$ cat src/hw/rtl/sef_sqrt.sv
// sef_sqrt: pipelined integer square root, one result bit per stage
// standalone; used by spring_edge_force
module sef_sqrt #(
  parameter int RAD_W  = 66,
  parameter int SIDE_W = 8,
  localparam int ROOT_W = RAD_W / 2
) (
  input  logic              clk,
  input  logic              rst_n,
  input  logic              in_valid,
  input  logic [RAD_W-1:0]  in_rad,
  input  logic [SIDE_W-1:0] in_side,
  output logic              out_valid,
  output logic [ROOT_W-1:0] out_root,
  output logic [SIDE_W-1:0] out_side
);

  localparam int STEPS = ROOT_W;
  localparam int REM_W = ROOT_W + 2;
  localparam int T_W   = REM_W + 2;

  logic [REM_W-1:0]  rem_r  [STEPS];
  logic [REM_W-1:0]  rem_nxt[STEPS];
  logic [ROOT_W-1:0] root_r  [STEPS];
  logic [ROOT_W-1:0] root_nxt[STEPS];
  logic [RAD_W-1:0]  rad_r  [STEPS];
  logic [RAD_W-1:0]  rad_nxt[STEPS];
  logic [SIDE_W-1:0] side_r [STEPS];
  logic [STEPS-1:0]  vld_r;

  // one trial subtract per stage
  always_comb begin
    logic [REM_W-1:0]  rem_src;
    logic [ROOT_W-1:0] root_src;
    logic [RAD_W-1:0]  rad_src;
    logic [T_W-1:0]    t;
    logic [T_W-1:0]    trial;
    for (int s = 0; s < STEPS; s++) begin
      if (s == 0) begin
        rem_src  = '0;
        root_src = '0;
        rad_src  = in_rad;
      end else begin
        rem_src  = rem_r[s-1];
        root_src = root_r[s-1];
        rad_src  = rad_r[s-1];
      end
      t     = {rem_src, rad_src[RAD_W-1 -: 2]};
      trial = T_W'({root_src, 2'b01});
      if (t >= trial) begin
        rem_nxt[s]  = REM_W'(t - trial);
        root_nxt[s] = {root_src[ROOT_W-2:0], 1'b1};
      end else begin
        rem_nxt[s]  = t[REM_W-1:0];
        root_nxt[s] = {root_src[ROOT_W-2:0], 1'b0};
      end
      rad_nxt[s] = rad_src << 2;
    end
  end

  // stage payload
  always_ff @(posedge clk) begin
    for (int s = 0; s < STEPS; s++) begin
      rem_r[s]  <= rem_nxt[s];
      root_r[s] <= root_nxt[s];
      rad_r[s]  <= rad_nxt[s];
      side_r[s] <= (s == 0) ? in_side : side_r[s-1];
    end
  end

  // valid bits
  always_ff @(posedge clk) begin
    if (!rst_n) begin
      vld_r <= '0;
    end else begin
      vld_r <= {vld_r[STEPS-2:0], in_valid};
    end
  end

  assign out_valid = vld_r[STEPS-1];
  assign out_root  = root_r[STEPS-1];
  assign out_side  = side_r[STEPS-1];

endmodule

$ cat config.mk
export PLATFORM = sky130hd
export DESIGN_NAME = sef_sqrt
export DESIGN_NICKNAME = d
export VERILOG_FILES = /design/src/hw/rtl/sef_sqrt.sv
export SDC_FILE = /design/constraint.sdc
export NUM_CORES = 2
export LEC_CHECK = 0
export BUFFER_PORTS_ARGS = -buffer_cell sky130_fd_sc_hd__buf_2
export CAP_MARGIN = 20
export CORE_ASPECT_RATIO = 0.9
export CORE_UTILIZATION = 53
export DETAILED_ROUTE_END_ITERATION = 16
export MAX_ROUTING_LAYER = met4
export PLACE_DENSITY = 0.69
export SLEW_MARGIN = 30
export SYNTH_ARGS = -nofsm -noshare
export SYNTH_HDL_FRONTEND = slang
export SYNTH_MEMORY_MAX_BITS = 65536
export SYNTH_SLANG_ARGS = --single-unit
export TNS_END_PERCENT = 20
$ cat constraint.sdc
create_clock -name clk -period 4.2 [get_ports clk]
set_input_delay 0.21 -clock clk [delete_from_list [all_inputs] [get_ports clk]]
set_output_delay 0.21 -clock clk [all_outputs]
set_load 0.03 [all_outputs]
==> impl_metrics.prom <==
# TYPE chip_impl_metric gauge
chip_impl_info{name="clockRootBuffer",value="sky130_fd_sc_hd__clkbuf_16"} 1
chip_impl_metric{name="worst_skew_pair_later_pin_latency",unit="ps"} 930
chip_impl_metric{name="via_per_inst",unit=""} 5.203
chip_impl_info{name="timing.hold.worst.class",value="in -> reg"} 1
chip_impl_metric{name="grt_antenna_before_repair",unit=""} 4
chip_impl_metric{name="routabilityCongestion",unit=""} 0.9608
chip_impl_info{name="result_of_the_run",value="finished, final reports clean"} 1
chip_impl_info{name="synth_flop_cell",value="sky130_fd_sc_hd__dfxtp_1"} 1
chip_impl_info{name="worst_path_slowest_cell",value="sky130_fd_sc_hd__a2111oi_0"} 1
chip_impl_metric{name="async_flop_share",unit=""} 0
chip_impl_metric{name="final_critical_path_setup_slack",unit="ps"} 465.8
chip_impl_metric{name="detailedPlace.worstSlack",unit="ps"} 539.1
chip_impl_metric{name="place.port_buffers",unit=""} 118
chip_impl_metric{name="wl",unit="mm"} 217.9
chip_impl_metric{name="die-height",unit="um"} 422.1
chip_impl_info{name="synthTopCellsByArea",value="sky130_fd_sc_hd__dfxtp_1, sky130_fd_sc_hd__ha_1, sky130_fd_sc_hd__xnor2_1, sky130_fd_sc_hd__xor2_1, sky130_fd_sc_hd__a21oi_1"} 1
chip_impl_metric{name="area_delta_synth_final",unit="%"} 14.51
chip_impl_info{name="synth_commonest_cells",value="sky130_fd_sc_hd__dfxtp_1, sky130_fd_sc_hd__inv_1, sky130_fd_sc_hd__a21oi_1"} 1
chip_impl_metric{name="totalPowerFinal",unit="mW"} 72.19
chip_impl_metric{name="timing.slew.headroom",unit=""} 0.4162
chip_impl_metric{name="grt_util_all_layers",unit=""} 0.2224
chip_impl_metric{name="cts_setup_buffers",unit=""} 0
chip_impl_metric{name="cts_buf_count",unit=""} 300
chip_impl_info{name="cts_tree",value="done"} 1
chip_impl_metric{name="maxSlewViolCount",unit=""} 0
chip_impl_metric{name="timing.final.hold_violations",unit=""} 0
chip_impl_metric{name="cts.sinks",unit=""} 2981
chip_impl_metric{name="synth_edf_count",unit=""} 0
chip_impl_metric{name="drc_errors",unit=""} 0
chip_impl_metric{name="finish.net_count",unit=""} 11020
chip_impl_metric{name="yosys_register_bits",unit=""} 2981
chip_impl_metric{name="synth_largest_type_area_fraction",unit=""} 0.5743
chip_impl_metric{name="number_of_optimization_iterations_in_the_first_detailed_route_pass",unit=""} 7
chip_impl_metric{name="cp_data_required_time",unit="ps"} 5000
chip_impl_metric{name="die_area",unit="um2"} 197800
chip_impl_metric{name="synth_cells",unit=""} 9901
chip_impl_metric{name="grt_pass1_vias",unit=""} 66477
chip_impl_metric{name="critical_path_peak_fanout",unit=""} 4
chip_impl_metric{name="n_fill_cell",unit=""} 15579
chip_impl_metric{name="clkSlewWorstSetupHoldPaths",unit="ps"} 60
chip_impl_metric{name="placeableCoreArea",unit="um2"} 193900
chip_impl_metric{name="setup_violations_final",unit=""} 0
chip_impl_metric{name="design.portCount",unit=""} 119
chip_impl_metric{name="initial_util",unit=""} 0.5358
chip_impl_info{name="timing.critical_path.max_delay_family",value="compound AO/OA/AOI/OAI gates"} 1
chip_impl_metric{name="detailedPlacementHpwl",unit="mm"} 160.3
chip_impl_info{name="synthMostInstantiatedCell",value="sky130_fd_sc_hd__dfxtp_1"} 1
chip_impl_metric{name="fin_crit",unit="ps"} 3734
chip_impl_metric{name="cts.path.max_buffers",unit=""} 4
chip_impl_metric{name="largest_net_degree_at_the_start_of_global_routing",unit=""} 65
chip_impl_metric{name="cts.hold.buffers_added",unit=""} 150
chip_impl_info{name="critPathLaunchType",value="flip-flop"} 1
chip_impl_info{name="crit_path_cell_trace",value="inv_1 -> ha_1 -> o21a_1 -> o21ai_0 -> a21oi_1 -> or2_2 -> a2111oi_0 -> nor2_1 -> o21ai_0 -> nor2_1 -> nor4b_1 -> xor2_1"} 1
chip_impl_metric{name="clock_skew",unit="ps"} 67.67
chip_impl_metric{name="fmaxAchievable",unit="GHz"} 0.2678
chip_impl_metric{name="final_antenna_net_count",unit=""} 0
chip_impl_info{name="setup_repair_after_global_routing_missed_its_margin",value="no"} 1
chip_impl_metric{name="sequential_share_of_the_synthesized_area",unit=""} 0.5743
chip_impl_metric{name="timing.critical_path.buf_inv",unit=""} 1
chip_impl_metric{name="min_period_over_period",unit=""} 0.8891
chip_impl_metric{name="p_leak",unit="nW"} 55.59
chip_impl_metric{name="worst_slew_pin_slew",unit="ps"} 868.2
chip_impl_metric{name="cellPowerDensity",unit="nW/um2"} 606.7
chip_impl_metric{name="fraction_of_final_layout_cells_with_drive_strength_greater_than_1",unit=""} 0.07918
chip_impl_metric{name="aggregate_global_routing_overflow",unit=""} 0
chip_impl_metric{name="data_arrival_time_at_the_worst_slack_endpoint",unit="ps"} 4530
chip_impl_metric{name="tns",unit="ps"} 0
chip_impl_metric{name="synthesis.nets",unit=""} 10574
chip_impl_metric{name="ctsHtreeMaxLevel",unit=""} 5
chip_impl_info{name="setup.worst_path.class",value="reg -> reg"} 1
chip_impl_metric{name="rows",unit=""} 153
chip_impl_metric{name="total_number_of_vias",unit=""} 68251
chip_impl_info{name="nature_of_the_critical_path_endpoint",value="flip-flop"} 1
chip_impl_metric{name="peakVddDrop",unit="mV"} 0.4531
chip_impl_metric{name="ys.warnings.count",unit=""} 0
chip_impl_metric{name="routedWlPerCell",unit="um"} 16.61
chip_impl_metric{name="synth.distinct_cells",unit=""} 90
chip_impl_metric{name="wire_length_of_the_first_global_routing_pass",unit="mm"} 346.5
chip_impl_metric{name="avg_cell_area_syn",unit="um2"} 10.49
chip_impl_metric{name="initialDrtViolationCount",unit=""} 4987
chip_impl_metric{name="critical_path.max_stage_delay",unit="ps"} 750
chip_impl_metric{name="combined_area_of_all_synthesized_cells",unit="um2"} 103900
chip_impl_metric{name="max_cap_viol_count",unit=""} 0
chip_impl_info{name="synth_top_cell_by_area",value="sky130_fd_sc_hd__dfxtp_1"} 1
chip_impl_metric{name="dieWidth",unit="um"} 468.7
chip_impl_metric{name="postCtsResizedCells",unit=""} 0
==> cell usage in the layout (no fill, tap or decap), types with 61 or more instances in the layout <==
cell type                       count
sky130_fd_sc_hd__clkbuf_8          61
sky130_fd_sc_hd__xnor2_1          487
sky130_fd_sc_hd__nand2_1          602
sky130_fd_sc_hd__or3_1             91
sky130_fd_sc_hd__nand2b_1         125
sky130_fd_sc_hd__ha_1             596
sky130_fd_sc_hd__nand4_1           92
sky130_fd_sc_hd__dlygate4sd3_1    150
sky130_fd_sc_hd__clkbuf_16        305
sky130_fd_sc_hd__dfxtp_1         2981
sky130_fd_sc_hd__nor4_1           121
sky130_fd_sc_hd__inv_1            756
sky130_fd_sc_hd__o21ai_0          455
sky130_fd_sc_hd__nor2b_1           96
sky130_fd_sc_hd__buf_2            118
sky130_fd_sc_hd__xor2_1           426
sky130_fd_sc_hd__nor3_1           259
sky130_fd_sc_hd__a21o_1           264
sky130_fd_sc_hd__nor2_1           595
sky130_fd_sc_hd__a21oi_1          626
sky130_fd_sc_hd__mux2_2            99
sky130_fd_sc_hd__o21a_1            98
sky130_fd_sc_hd__nand3_1          160
==> worst paths after layout <==
kind,end,slack [ps],startpoint,cells after the start
min,root_r[0][0],90,in_rad[65],3
max,rem_r[0][941],470,root_r[0][825],12
max reg2reg,rem_r[0][941],470,root_r[0][825],12
min reg2reg,rad_r[0][226],270,rad_r[0][160],0
==> where the power goes <==
group	internal, mW	total, mW	switching, mW
Clock	15.9	26.4	10.5
Sequential	32.5	35.8	3.34
Combinational	4.53	9.95	5.42
Total	52.9	72.2	19.3
==> sequential cells by signal, indices dropped and copies added, names as in the netlist <==
register	cells
side_r	264
rem_r	1067
rad_r	1056
vld_r	33
root_r	561
==> routing by layer <==
layer | track usage | part of all wire | up-vias
met5 | - | 0 | -
met4 | 0.08563 | 0.036 | 0
met3 | 0.03473 | 0.055 | 466
met2 | 0.3264 | 0.42 | 1808
met1 | 0.3068 | 0.49 | 31439
li1 | - | - | 34538
==> layout make-up <==
type	count	area, um2	area share
sequential	2981	59680	0.5016
multi-input combinational	5975	40740	0.3424
clock buffer	415	8656	0.07275
tap	2557	3199	0.02689
inverter	761	2858	0.02402
timing repair buffer	328	2580	0.02168
clock inverter	98	1260	0.01059
antenna	3	7.507	0.00006310
==> worst register-to-register path, delay by kind of cell (launching register included) <==
| kind | cells | cell delay (ps) |
|---|---|---|
| buf+inv | 1 | 50 |
| xor+xnor | 1 | 170 |
| compound gates | 5 | 1850 |
| flops | 1 | 330 |
| fa+ha+maj | 1 | 350 |
| simple gates | 4 | 890 |
==> through the flow <==
step	area (um2)	instances	hold slack [ps]	utilization
2_1_floorplan	103900	9901	237.7	-
3_3_place_gp	107500	12452	309.5	0.5546
3_5_place_dp	107600	12452	312.1	0.5546
4_1_cts	119000	13115	12.47	0.6135
5_1_grt	119000	13116	51.01	0.6135
6_report	119000	13118	86.82	0.6136
==> cell families after synthesis <==
kind of cell / after synthesis / share of synthesized area
adder cells (fa/ha/maj): 596 / 0.07177
buffers and inverters: 945 / 0.03482
flip-flops: 2981 / 0.5743
multiplexers: 113 / 0.01208
XOR/XNOR: 913 / 0.07696
other: 1 / 0.00003609
AO/OA/AOI/OAI: 1857 / 0.1102
AND/OR/NAND/NOR: 2495 / 0.1198
Note: power is estimated with default switching activity, not from simulation.
